**src/rtl/dst_pkg.sv**
```systemverilog
`timescale 1ns / 1ps
// ----------------------------------------------------------------------------
// dst_pkg
// Shared constants and types of the display scanline status timer.
// ----------------------------------------------------------------------------
package dst_pkg;

  localparam int LINE_W   = 9;
  localparam int STATUS_W = 16;
  localparam int IRQ_W    = 3;
  localparam int MODE_W   = 2;

  // Line numbers, one bit wider than the counter so an increment never wraps
  localparam logic [LINE_W:0] VISIBLE_LINES = (LINE_W + 1)'(192);
  localparam logic [LINE_W:0] TOTAL_LINES   = (LINE_W + 1)'(263);

  localparam logic [STATUS_W-1:0] WRITE_MASK = 16'hFFB8;

  // Event codes
  localparam logic [MODE_W-1:0] MODE_HBLANK  = 2'd0;
  localparam logic [MODE_W-1:0] MODE_LINEEND = 2'd1;
  localparam logic [MODE_W-1:0] MODE_WRITE_A = 2'd2;
  localparam logic [MODE_W-1:0] MODE_WRITE_B = 2'd3;

  // Status word bit positions
  localparam int ST_VBLANK    = 0;
  localparam int ST_HBLANK    = 1;
  localparam int ST_MATCH     = 2;
  localparam int ST_VBLANK_EN = 3;
  localparam int ST_HBLANK_EN = 4;
  localparam int ST_MATCH_EN  = 5;
  localparam int ST_CMP_MSB   = 7;

  // Interrupt request bit positions
  localparam int IRQ_VBLANK = 0;
  localparam int IRQ_HBLANK = 1;
  localparam int IRQ_MATCH  = 2;

  // Line events decoded once and applied to both status words
  typedef struct packed {
    logic              hblank_start;
    logic              line_end;
    logic              vblank_set;
    logic              vblank_clr;
    logic [LINE_W-1:0] line;
  } line_evt_t;

  typedef struct packed {
    logic dma_a_vblank;
    logic dma_b_vblank;
    logic dma_b_hblank;
    logic dma_b_display_start;
    logic render_line_valid;
  } pulse_t;

endpackage

```
**src/rtl/dst_line_unit.sv**
```systemverilog
`timescale 1ns / 1ps
// ----------------------------------------------------------------------------
// dst_line_unit
// Line counter next value, vblank decode and the render / DMA pulses.
// ----------------------------------------------------------------------------
module dst_line_unit (
  input  logic [dst_pkg::MODE_W-1:0] mode,
  input  logic [dst_pkg::LINE_W-1:0] line_cur,
  output logic [dst_pkg::LINE_W-1:0] line_nxt,
  output dst_pkg::line_evt_t         evt,
  output dst_pkg::pulse_t            pulse
);
  import dst_pkg::*;

  logic            hb;
  logic            le;
  logic [LINE_W:0] line_ext;
  logic [LINE_W:0] line_inc;
  logic [LINE_W:0] line_wrap;

  assign hb        = (mode == MODE_HBLANK);
  assign le        = (mode == MODE_LINEEND);
  assign line_ext  = {1'b0, line_cur};
  assign line_inc  = line_ext + (LINE_W + 1)'(1);
  assign line_wrap = (line_inc >= TOTAL_LINES) ? '0 : line_inc;
  assign line_nxt  = le ? line_wrap[LINE_W-1:0] : line_cur;

  always_comb begin
    evt.hblank_start = hb;
    evt.line_end     = le;
    evt.vblank_set   = le && (line_inc == VISIBLE_LINES);
    // vblank start wins when both line numbers coincide
    evt.vblank_clr   = le && (line_inc != VISIBLE_LINES) &&
                       (line_inc == TOTAL_LINES - (LINE_W + 1)'(1));
    evt.line         = line_nxt;

    pulse.dma_a_vblank        = evt.vblank_set;
    pulse.dma_b_vblank        = evt.vblank_set;
    pulse.render_line_valid   = hb && (line_ext < VISIBLE_LINES);
    pulse.dma_b_hblank        = hb && (line_ext < VISIBLE_LINES);
    pulse.dma_b_display_start = hb && (line_ext > (LINE_W + 1)'(1)) &&
                                (line_ext < VISIBLE_LINES + (LINE_W + 1)'(2));
  end

endmodule

```
**src/rtl/dst_status_unit.sv**
```systemverilog
`timescale 1ns / 1ps
// ----------------------------------------------------------------------------
// dst_status_unit
// Next value and interrupt requests of one processor's status word.
// ----------------------------------------------------------------------------
module dst_status_unit (
  input  logic [dst_pkg::STATUS_W-1:0] status_cur,
  input  dst_pkg::line_evt_t           evt,
  input  logic                         wr_en,
  input  logic [dst_pkg::STATUS_W-1:0] wr_data,
  output logic [dst_pkg::STATUS_W-1:0] status_nxt,
  output logic [dst_pkg::IRQ_W-1:0]    irq
);
  import dst_pkg::*;

  logic [LINE_W-1:0] cmp;

  assign cmp = {status_cur[ST_CMP_MSB], status_cur[STATUS_W-1:8]};

  always_comb begin
    status_nxt = status_cur;
    irq        = '0;
    if (evt.hblank_start) begin
      status_nxt[ST_HBLANK] = 1'b1;
      irq[IRQ_HBLANK]       = status_cur[ST_HBLANK_EN];
    end else if (evt.line_end) begin
      if (evt.vblank_set) begin
        status_nxt[ST_VBLANK] = 1'b1;
        irq[IRQ_VBLANK]       = status_cur[ST_VBLANK_EN];
      end else if (evt.vblank_clr) begin
        status_nxt[ST_VBLANK] = 1'b0;
      end
      // compare against the line after increment and wrap
      if (cmp == evt.line) begin
        status_nxt[ST_MATCH] = 1'b1;
        irq[IRQ_MATCH]       = status_cur[ST_MATCH_EN];
      end else begin
        status_nxt[ST_MATCH] = 1'b0;
      end
      status_nxt[ST_HBLANK] = 1'b0;
    end else if (wr_en) begin
      status_nxt = (status_cur & ~WRITE_MASK) | (wr_data & WRITE_MASK);
    end
  end

endmodule

```
**src/rtl/display_scanline_status_timer.sv**
```systemverilog
`timescale 1ns / 1ps
// ----------------------------------------------------------------------------
// display_scanline_status_timer
// Scanline counter with two display status words and line compare.
// ----------------------------------------------------------------------------
// Each transfer on the input channel is one event: hblank start, line end, or
// a write of status word A or B (only bits 0xFFB8 are taken). The event is
// captured in an input register, decoded in a single combinational pass
// against the line counter and both status words, and its result (counter,
// both status words, interrupt requests and DMA / render pulses) lands in the
// output register once that register is free. An event thus passes the input
// register and then the output register before its result can transfer.
// The block sustains one event per cycle: a new event is taken every cycle
// as long as the result side keeps transferring, and the output register
// lets the input side run one event ahead while a finished result waits.
// The counter wraps at 263 lines; vblank is raised entering line 192 and
// dropped entering line 262. There is no clearing pass after reset.
// ----------------------------------------------------------------------------
module display_scanline_status_timer (
  input  logic                         clk,
  input  logic                         rst_n,
  input  logic                         in_valid,
  output logic                         in_stall,
  input  logic [dst_pkg::MODE_W-1:0]   in_mode,
  input  logic [dst_pkg::STATUS_W-1:0] in_write_data,
  output logic                         out_valid,
  input  logic                         out_stall,
  output logic [dst_pkg::LINE_W-1:0]   out_line_count,
  output logic [dst_pkg::STATUS_W-1:0] out_status_a,
  output logic [dst_pkg::STATUS_W-1:0] out_status_b,
  output logic [dst_pkg::IRQ_W-1:0]    out_irq_a,
  output logic [dst_pkg::IRQ_W-1:0]    out_irq_b,
  output logic                         out_dma_a_vblank,
  output logic                         out_dma_b_vblank,
  output logic                         out_dma_b_hblank,
  output logic                         out_dma_b_display_start,
  output logic                         out_render_line_valid
);
  import dst_pkg::*;

  // Architectural state
  logic [LINE_W-1:0]   line_r;
  logic [STATUS_W-1:0] status_a_r;
  logic [STATUS_W-1:0] status_b_r;

  // Input register
  logic                in_vld_r;
  logic [MODE_W-1:0]   mode_r;
  logic [STATUS_W-1:0] data_r;

  // Output register
  logic                out_vld_r;
  logic [IRQ_W-1:0]    irq_a_r;
  logic [IRQ_W-1:0]    irq_b_r;
  pulse_t              pulse_r;

  logic                out_load;
  logic                exec;
  logic [LINE_W-1:0]   line_nxt;
  logic [STATUS_W-1:0] status_a_nxt;
  logic [STATUS_W-1:0] status_b_nxt;
  logic [IRQ_W-1:0]    irq_a_nxt;
  logic [IRQ_W-1:0]    irq_b_nxt;
  line_evt_t           evt;
  pulse_t              pulse_nxt;

  // Output register is free when empty or being transferred this cycle
  assign out_load = !out_vld_r || !out_stall;
  assign exec     = in_vld_r && out_load;
  // Hold the input side only while the captured event cannot advance
  assign in_stall = in_vld_r && !out_load;

  dst_line_unit u_line (
    .mode     (mode_r),
    .line_cur (line_r),
    .line_nxt (line_nxt),
    .evt      (evt),
    .pulse    (pulse_nxt)
  );

  dst_status_unit u_status_a (
    .status_cur (status_a_r),
    .evt        (evt),
    .wr_en      (mode_r == MODE_WRITE_A),
    .wr_data    (data_r),
    .status_nxt (status_a_nxt),
    .irq        (irq_a_nxt)
  );

  dst_status_unit u_status_b (
    .status_cur (status_b_r),
    .evt        (evt),
    .wr_en      (mode_r == MODE_WRITE_B),
    .wr_data    (data_r),
    .status_nxt (status_b_nxt),
    .irq        (irq_b_nxt)
  );

  // Capture a new event whenever the input register is empty or advancing
  always_ff @(posedge clk) begin
    if (!rst_n) begin
      in_vld_r <= 1'b0;
    end else if (!in_stall) begin
      in_vld_r <= in_valid;
    end
  end

  always_ff @(posedge clk) begin
    if (!in_stall && in_valid) begin
      mode_r <= in_mode;
      data_r <= in_write_data;
    end
  end

  // Commit state and result together
  always_ff @(posedge clk) begin
    if (!rst_n) begin
      line_r     <= '0;
      status_a_r <= '0;
      status_b_r <= '0;
      out_vld_r  <= 1'b0;
    end else begin
      if (exec) begin
        line_r     <= line_nxt;
        status_a_r <= status_a_nxt;
        status_b_r <= status_b_nxt;
      end
      if (out_load) begin
        out_vld_r <= in_vld_r;
      end
    end
  end

  always_ff @(posedge clk) begin
    if (exec) begin
      irq_a_r <= irq_a_nxt;
      irq_b_r <= irq_b_nxt;
      pulse_r <= pulse_nxt;
    end
  end

  // Counter and status words only change on exec, so they double as the
  // result payload
  assign out_valid               = out_vld_r;
  assign out_line_count          = line_r;
  assign out_status_a            = status_a_r;
  assign out_status_b            = status_b_r;
  assign out_irq_a               = irq_a_r;
  assign out_irq_b               = irq_b_r;
  assign out_dma_a_vblank        = pulse_r.dma_a_vblank;
  assign out_dma_b_vblank        = pulse_r.dma_b_vblank;
  assign out_dma_b_hblank        = pulse_r.dma_b_hblank;
  assign out_dma_b_display_start = pulse_r.dma_b_display_start;
  assign out_render_line_valid   = pulse_r.render_line_valid;

endmodule

```
**config.mk**
```make
export PLATFORM = sky130hd
export DESIGN_NAME = display_scanline_status_timer
export DESIGN_NICKNAME = d
export VERILOG_FILES = /design/src/rtl/dst_pkg.sv /design/src/rtl/dst_line_unit.sv /design/src/rtl/dst_status_unit.sv /design/src/rtl/display_scanline_status_timer.sv
export SDC_FILE = /design/constraint.sdc
export NUM_CORES = 1
export LEC_CHECK = 0
export ABC_AREA = 0
export BUFFER_PORTS_ARGS = -buffer_cell sky130_fd_sc_hd__buf_2
export CORE_MARGIN = 1.5
export CORE_UTILIZATION = 60
export DETAILED_ROUTE_END_ITERATION = 8
export HOLD_SLACK_MARGIN = 0.05
export PLACE_DENSITY = 0.95
export SLEW_MARGIN = 20
export SYNTH_ARGS = -nofsm -noshare
export SYNTH_HDL_FRONTEND = slang
export SYNTH_SLANG_ARGS = --single-unit
export TNS_END_PERCENT = 30
```
**constraint.sdc**
```tcl
create_clock -name clk -period 9.2 [get_ports clk]
set_input_delay 2.3 -clock clk [delete_from_list [all_inputs] [get_ports clk]]
set_output_delay 2.3 -clock clk [all_outputs]
set_load 0.01 [all_outputs]
```
==> out/qor.csv, run 1 <==
stage,metric,value,unit
synth,"Seq/Total Area, Yosys",38.9,%
synth,synth top area cells,"dfxtp_1, edfxtp_1, nand2_1, a21boi_0, mux2i_1",
timing,final slew viol count,0,
worst_setup_path,worst reg-to-reg path cell count,9,
floorplanning,Top-Level Pins,76,
worst_setup_path,startpoint types,primary input,
timing,Clock Skews,0.00976,ns
detailed_routing,DRT Pass-1 Iters,6,
clock_network,postcts setup bufs,0,
clock_network,clock-pin transition on the worst setup and hold timing paths,0.08,ns
final_layout,ant diodes,0,
timing,Final Hold Viols,0,
synth,Synth Area in Simple Gates,22.2,%
worst_hold_path,Worst Hold Class,reg -> reg,
placed_design,IO Port Bufs,69,
detailed_routing,number of nets still failing antenna checks after routing,0,
grt,number of global-route vias before repair,3368,
timing,Slew Limit Headroom,31.5,%
floorplanning,Die Width,83.5,um
job,MaxCap Viol Count,0,
worst_setup_path,reg2reg setup slack,5.39,ns
clock_network,TritonCTS clock tree,built,
detailed_routing,Routed WL,10000,um
timing,RSZ-0062 raised after global routing,false,
worst_setup_path,Required @ worst endpoint,6.90,ns
synth,yosys warns,0,
final_layout,Multi-input gate area,2130,sq um
floorplanning,Initial Utilization,61.6,%
synth,Mapped Cells,422,
synth,Adder-Cell Fraction of Synth Area,3.15,%
grt,initial antenna violation count,0,
clock_network,Root Driver,clkbuf_8,
detailed_routing,via count,3598,
synth,largest family of logic cells by synthesized area,compound AO/OA/AOI/OAI gates,
synth,post-synth top area share,21.1,%
synth,Syn Area/Cell,9.22,sq um
floorplanning,die area,6980,sq um
synth,Synth Area in Compound Gates,22.8,%
timing,setup_tns,0,ns
placed_design,DP HPWL,6880,um
synth,Post-Synthesis Cell Area,3890,sq um
timing,Max Clock Freq,0.197,GHz
timing,minimum clock period,5.07,ns
outcome,status,completed,
synth,register bit total from synthesis,64,
grt,pin count of the biggest net entering global routing,44,
clock_network,post-CTS resize count,0,
worst_setup_path,CP endpoint kind,primary output,
synth,"EDFF count, synth",23,
detailed_routing,drt drc,0,
grt,first-pass GRT wire length,16400,um
placed_design,Post-DP Area,4130,sq um
clock_network,clock sinks,64,
synth,Synth area leader,dfxtp_1,
worst_hold_path,hold endpoint,out_status_b[0],
pwr,Peak VDD IR,0.162,mV
worst_hold_path,hold depth,2,
worst_setup_path,Worst Path Max Fanout,3,
floorplanning,Die Ht,83.5,um
clock_network,total CTS buffers,9,
final_layout,most frequent cells in the layout,"buf_2, nand2_1, dfxtp_1, a21boi_0, edfxtp_1",
clock_network,Post-CTS Hold Buffers,0,
detailed_routing,post-DR vias/cell,6.54,
final_layout,Register Area,1510,sq um
final_layout,"commonest non-fill, non-tap cell in the layout",buf_2,
clock_network,Max H-tree Level,3,
final_layout,share of cells above drive strength 1,22.6,%
pwr,LEAKAGE,1.70,nW
worst_hold_path,HP Start,out_status_b[0],
final_layout,"Design Area, Final",4380,sq um
detailed_routing,drt wl/cell,18.2,um
final_layout,FILL cells,471,
final_layout,Final nets,499,
pwr,PD cells,149,nW/um^2
floorplanning,Rows,29,
synth,XOR/XNOR share of the synthesized area,2.93,%
timing,final worst-path cycle share,55.1,%
clock_network,"Clk Latency, worst-skew pair",0.35,ns
grt,Global Route Usage Sum,29.7,%
worst_setup_path,end of the worst register-to-register path,out_irq_b[2],
synth,prevailing post-synth register cell,dfxtp_1,
timing,Slew @ Worst Pin,1.03,ns
worst_setup_path,Crit Path Category,in -> out,
grt,total gr overflow,0,
detailed_routing,Iter 0 DRT Violations,398,
synth,fraction of registers with async set/reset,0,%
worst_setup_path,R2R Path Start,mode_r[1],
final_layout,Layout area overhead,12.6,%
timing,Setup-failing EPs final,0,
placed_design,GP Congestion,1.03,
synth,proportion of synthesized area in mux cells,3.35,%
synth,"Distinct cells, synth",77,
worst_setup_path,WP data arrival,2.77,ns
clock_network,clock buffer depth,2,
floorplanning,core area,6310,sq um
-- stage by stage --
step	setup WS [ns]	hold slack, ns	cells	power, mW	util (%)
2_1_floorplan	4.38	0.472	423	0.341	-
3_3_place_gp	4.16	0.456	534	0.353	65.3
3_5_place_dp	4.14	0.486	534	0.356	65.3
4_1_cts	4.14	0.497	550	0.656	69.3
5_1_grt	4.11	0.515	550	0.673	69.4
6_report	4.13	0.493	550	0.654	69.4
-- critical path: stages --
cell and delay [ns]:
buf_2 0.11, and3_1 0.21, buf_2 0.15
-- cells by family after synthesis --
family / count (synthesis)
other cells: 1
simple gates: 160
compound gates: 117
fa+ha+maj: 10
flops: 64
xor+xnor: 10
buf+inv: 47
mux: 13
-- per-layer routing --
| layer | vias to the layer above | share of wire, % | global-route usage [%] |
|---|---|---|---|
| li1 | 1642 | - | - |
| met1 | 1696 | 39 | 37.6 |
| met2 | 223 | 49 | 47.7 |
| met3 | 37 | 9.5 | 7.42 |
| met4 | 0 | 3.4 | 14.5 |
| met5 | - | 0 | 0 |
-- sequential cells by signal, summed over array words and instances (netlist names), named ones only --
register                 flops
out_status_a                14
out_status_b                14
data_r                      12
out_line_count               9
out_irq_a                    3
out_irq_b                    3
mode_r                       2
in_vld_r                     1
out_dma_b_display_start      1
out_dma_b_vblank             1
out_render_line_valid        1
out_valid                    1
-- synthesized netlist by cell type, drive strengths merged (4+ instances only) --
library cell and n:
a2111oi 4, a21boi 23, a21oi 15, a31oi 6, and2 9, and3 7
buf 22, clkbuf 13, dfxtp 41, edfxtp 23, ha 9, inv 12
mux2i 13, nand2 52, nand3 11, nand4 5, nor2 19, nor2b 15
nor3 17, o211a 4, o211ai 5, o21ai 22, o31ai 5, or3 5
xnor2 4, xor2 6
-- power breakdown --
| group | leakage, nW | total [mW] | switching [mW] | internal [mW] |
|---|---|---|---|---|
| registers | 0.551 | 0.308 | 0.00659 | 0.301 |
| clock network | 0.123 | 0.303 | 0.114 | 0.189 |
| logic | 1.03 | 0.0433 | 0.0263 | 0.0170 |
| total | 1.70 | 0.654 | 0.147 | 0.507 |
-- cell type report --
cell class                      count  share of cell area (%)
Sequential cell                    64                    34.5
Tap cell                           77                    2.20
Inverter                           12                    1.03
Multi-Input combinational cell    312                    48.6
Timing Repair Buffer               69                    7.88
Clock buffer                       10                    3.14
Clock inverter                      6                    2.63
-- how the worst max path moves through the flow --
stage                         start  endpoint  cells past startpoint
after floorplan           out_stall  in_stall                      1
after global placement    out_stall  in_stall                      3
after detailed placement  out_stall  in_stall                      3
after CTS                 out_stall  in_stall                      3
after global routing      out_stall  in_stall                      3
final                     out_stall  in_stall                      3
Power figures use the tool's default switching activity.
==> inputs of run 2 (changes only) <==
CORE_UTILIZATION = 56   (was 60)
PLACE_DENSITY = 0.93   (was 0.95)
clock period = 4.9 ns   (was 9.2 ns; I/O delays follow)
==> run 2 against run 1 <==
Final area down 1.0%. Flip-flop and latch count unchanged. Combinational power up 82%. Total power up 71%. Critical path type is now reg -> reg.
==> out/qor.csv, run 2 (synthesis gave the netlist of run 1 again) <==
stage,metric,value,unit,change
worst_setup_path,WP data arrival,3.98,ns,+1.21 ns
detailed_routing,DRT Pass-1 Iters,5,,-1
timing,Setup-failing EPs final,0,,unchanged
timing,Slew @ Worst Pin,1.05,ns,+0.0201 ns
clock_network,total CTS buffers,9,,unchanged
clock_network,post-CTS resize count,0,,unchanged
grt,initial antenna violation count,0,,unchanged
pwr,LEAKAGE,1.68,nW,-1.4%
detailed_routing,drt drc,0,,unchanged
final_layout,"Design Area, Final",4340,sq um,-1.0%
worst_setup_path,Worst Path Max Fanout,21,,+18
detailed_routing,via count,3504,,-2.6%
clock_network,Max H-tree Level,3,,unchanged
grt,Global Route Usage Sum,25.5,%,-4.2 points
worst_setup_path,CP endpoint kind,flop,,
floorplanning,Initial Utilization,57.6,%,-4.0 points
final_layout,Final nets,499,,unchanged
grt,pin count of the biggest net entering global routing,44,,unchanged
clock_network,clock buffer depth,2,,unchanged
placed_design,Post-DP Area,4130,sq um,about the same
final_layout,ant diodes,0,,unchanged
clock_network,postcts setup bufs,0,,unchanged
floorplanning,Top-Level Pins,76,,unchanged
floorplanning,Rows,30,,+3.4%
detailed_routing,drt wl/cell,17.2,um,-5.5%
clock_network,"Clk Latency, worst-skew pair",0.34,ns,about the same
worst_setup_path,Crit Path Category,reg -> reg,,
final_layout,share of cells above drive strength 1,22.6,%,unchanged
timing,Max Clock Freq,0.261,GHz,
floorplanning,core area,6760,sq um,+7.0%
detailed_routing,Routed WL,9510,um,-5.0%
job,MaxCap Viol Count,0,,unchanged
clock_network,clock-pin transition on the worst setup and hold timing paths,0.07,ns,about the same
detailed_routing,Iter 0 DRT Violations,327,,-18%
outcome,status,completed,,
detailed_routing,post-DR vias/cell,6.34,,-3.1%
floorplanning,Die Ht,86.3,um,+3.4%
grt,number of global-route vias before repair,3112,,-7.6%
placed_design,IO Port Bufs,69,,unchanged
final_layout,"commonest non-fill, non-tap cell in the layout",buf_2,,
floorplanning,Die Width,86.3,um,+3.4%
timing,Final Hold Viols,0,,unchanged
worst_setup_path,Required @ worst endpoint,5.04,ns,-1.86 ns
timing,Slew Limit Headroom,30.1,%,-1.3 points
final_layout,most frequent cells in the layout,"buf_2, nand2_1, dfxtp_1, a21boi_0, edfxtp_1",,
timing,Clock Skews,0.0111,ns,+0.00135 ns
pwr,Peak VDD IR,0.338,mV,+110%
clock_network,Post-CTS Hold Buffers,0,,unchanged
clock_network,clock sinks,64,,unchanged
grt,total gr overflow,0,,unchanged
final_layout,Layout area overhead,11.5,%,
floorplanning,die area,7460,sq um,+6.9%
placed_design,GP Congestion,0.967,,-5.7%
timing,final worst-path cycle share,78.3,%,
placed_design,DP HPWL,6740,um,-2.1%
worst_setup_path,startpoint types,flop,,
grt,first-pass GRT wire length,15000,um,-8.8%
timing,final slew viol count,0,,unchanged
detailed_routing,number of nets still failing antenna checks after routing,0,,unchanged
pwr,PD cells,258,nW/um^2,+73%
timing,minimum clock period,3.84,ns,
clock_network,Root Driver,clkbuf_8,,
timing,setup_tns,0,ns,unchanged
worst_hold_path,Worst Hold Class,reg -> reg,,
clock_network,TritonCTS clock tree,built,,
timing,RSZ-0062 raised after global routing,false,,
[run 2: cell count changes in the layout (fill, tap and decap cells not counted)]
cell        previous run  this run
bufinv_16              3         1
clkinv_2               0         1
clkinvlp_4             1         2
[run 2: layout make-up]
type                    count  area (sq um)
inverters                  12          45.0
flip-flops and latches     64          1510
clock inverters             6          67.6
clock buffers              10           138
repair buffers             69           345
well taps                  80           100
multi-input cells         312          2130
fillers                   535          2420
[run 2: worst max-delay path, cell delays in order (launching register included)]
cell and delay, ns:
edfxtp_1 0.49, inv_1 0.12, ha_1 0.63, inv_1 0.46
o2bb2ai_1 0.24, a211oi_1 0.60, xnor2_1 0.12, a31oi_1 0.17
or4b_1 0.52, nor4b_1 0.30
[run 2: where the power goes]
group          switching (mW)  internal (mW)
Sequential             0.0121          0.566
Clock                   0.213          0.250
Combinational          0.0470         0.0317
[run 2: stage by stage]
stage,setup WS [ns],instances,hold WS [ns],util [%],total power [mW]
CTS,1.19,553,0.485,64.1,1.12
detailed placement,1.23,537,0.473,61.1,0.667
floorplan,1.94,423,0.472,-,0.640
global route,0.886,553,0.512,64.2,1.16
global placement,1.34,537,0.459,61.1,0.663
finish,1.06,553,0.484,64.2,1.12
[run 2: per-layer routing]
layer / track usage, % / wire, um / up-vias / part of all wire [%]
li1: - / - / 1643 / -
met1: 32.1 / 3760 / 1623 / 40
met2: 42.4 / 4620 / 214 / 49
met3: 6.67 / 924 / 24 / 9.7
met4: 9.09 / 208 / 0 / 2.2
met5: 0 / 0 / - / 0
[run 2: path summary, 6_finish.rpt]
check	from	to	slack, ns	cells past startpoint
hold / removal	out_status_b[2]	out_status_b[2]	0.48	2
setup / recovery	mode_r[1]	out_irq_b[2]	1.06	9
setup reg to reg	mode_r[1]	out_irq_b[2]	1.06	9
hold reg to reg	out_status_b[2]	out_status_b[2]	0.48	2
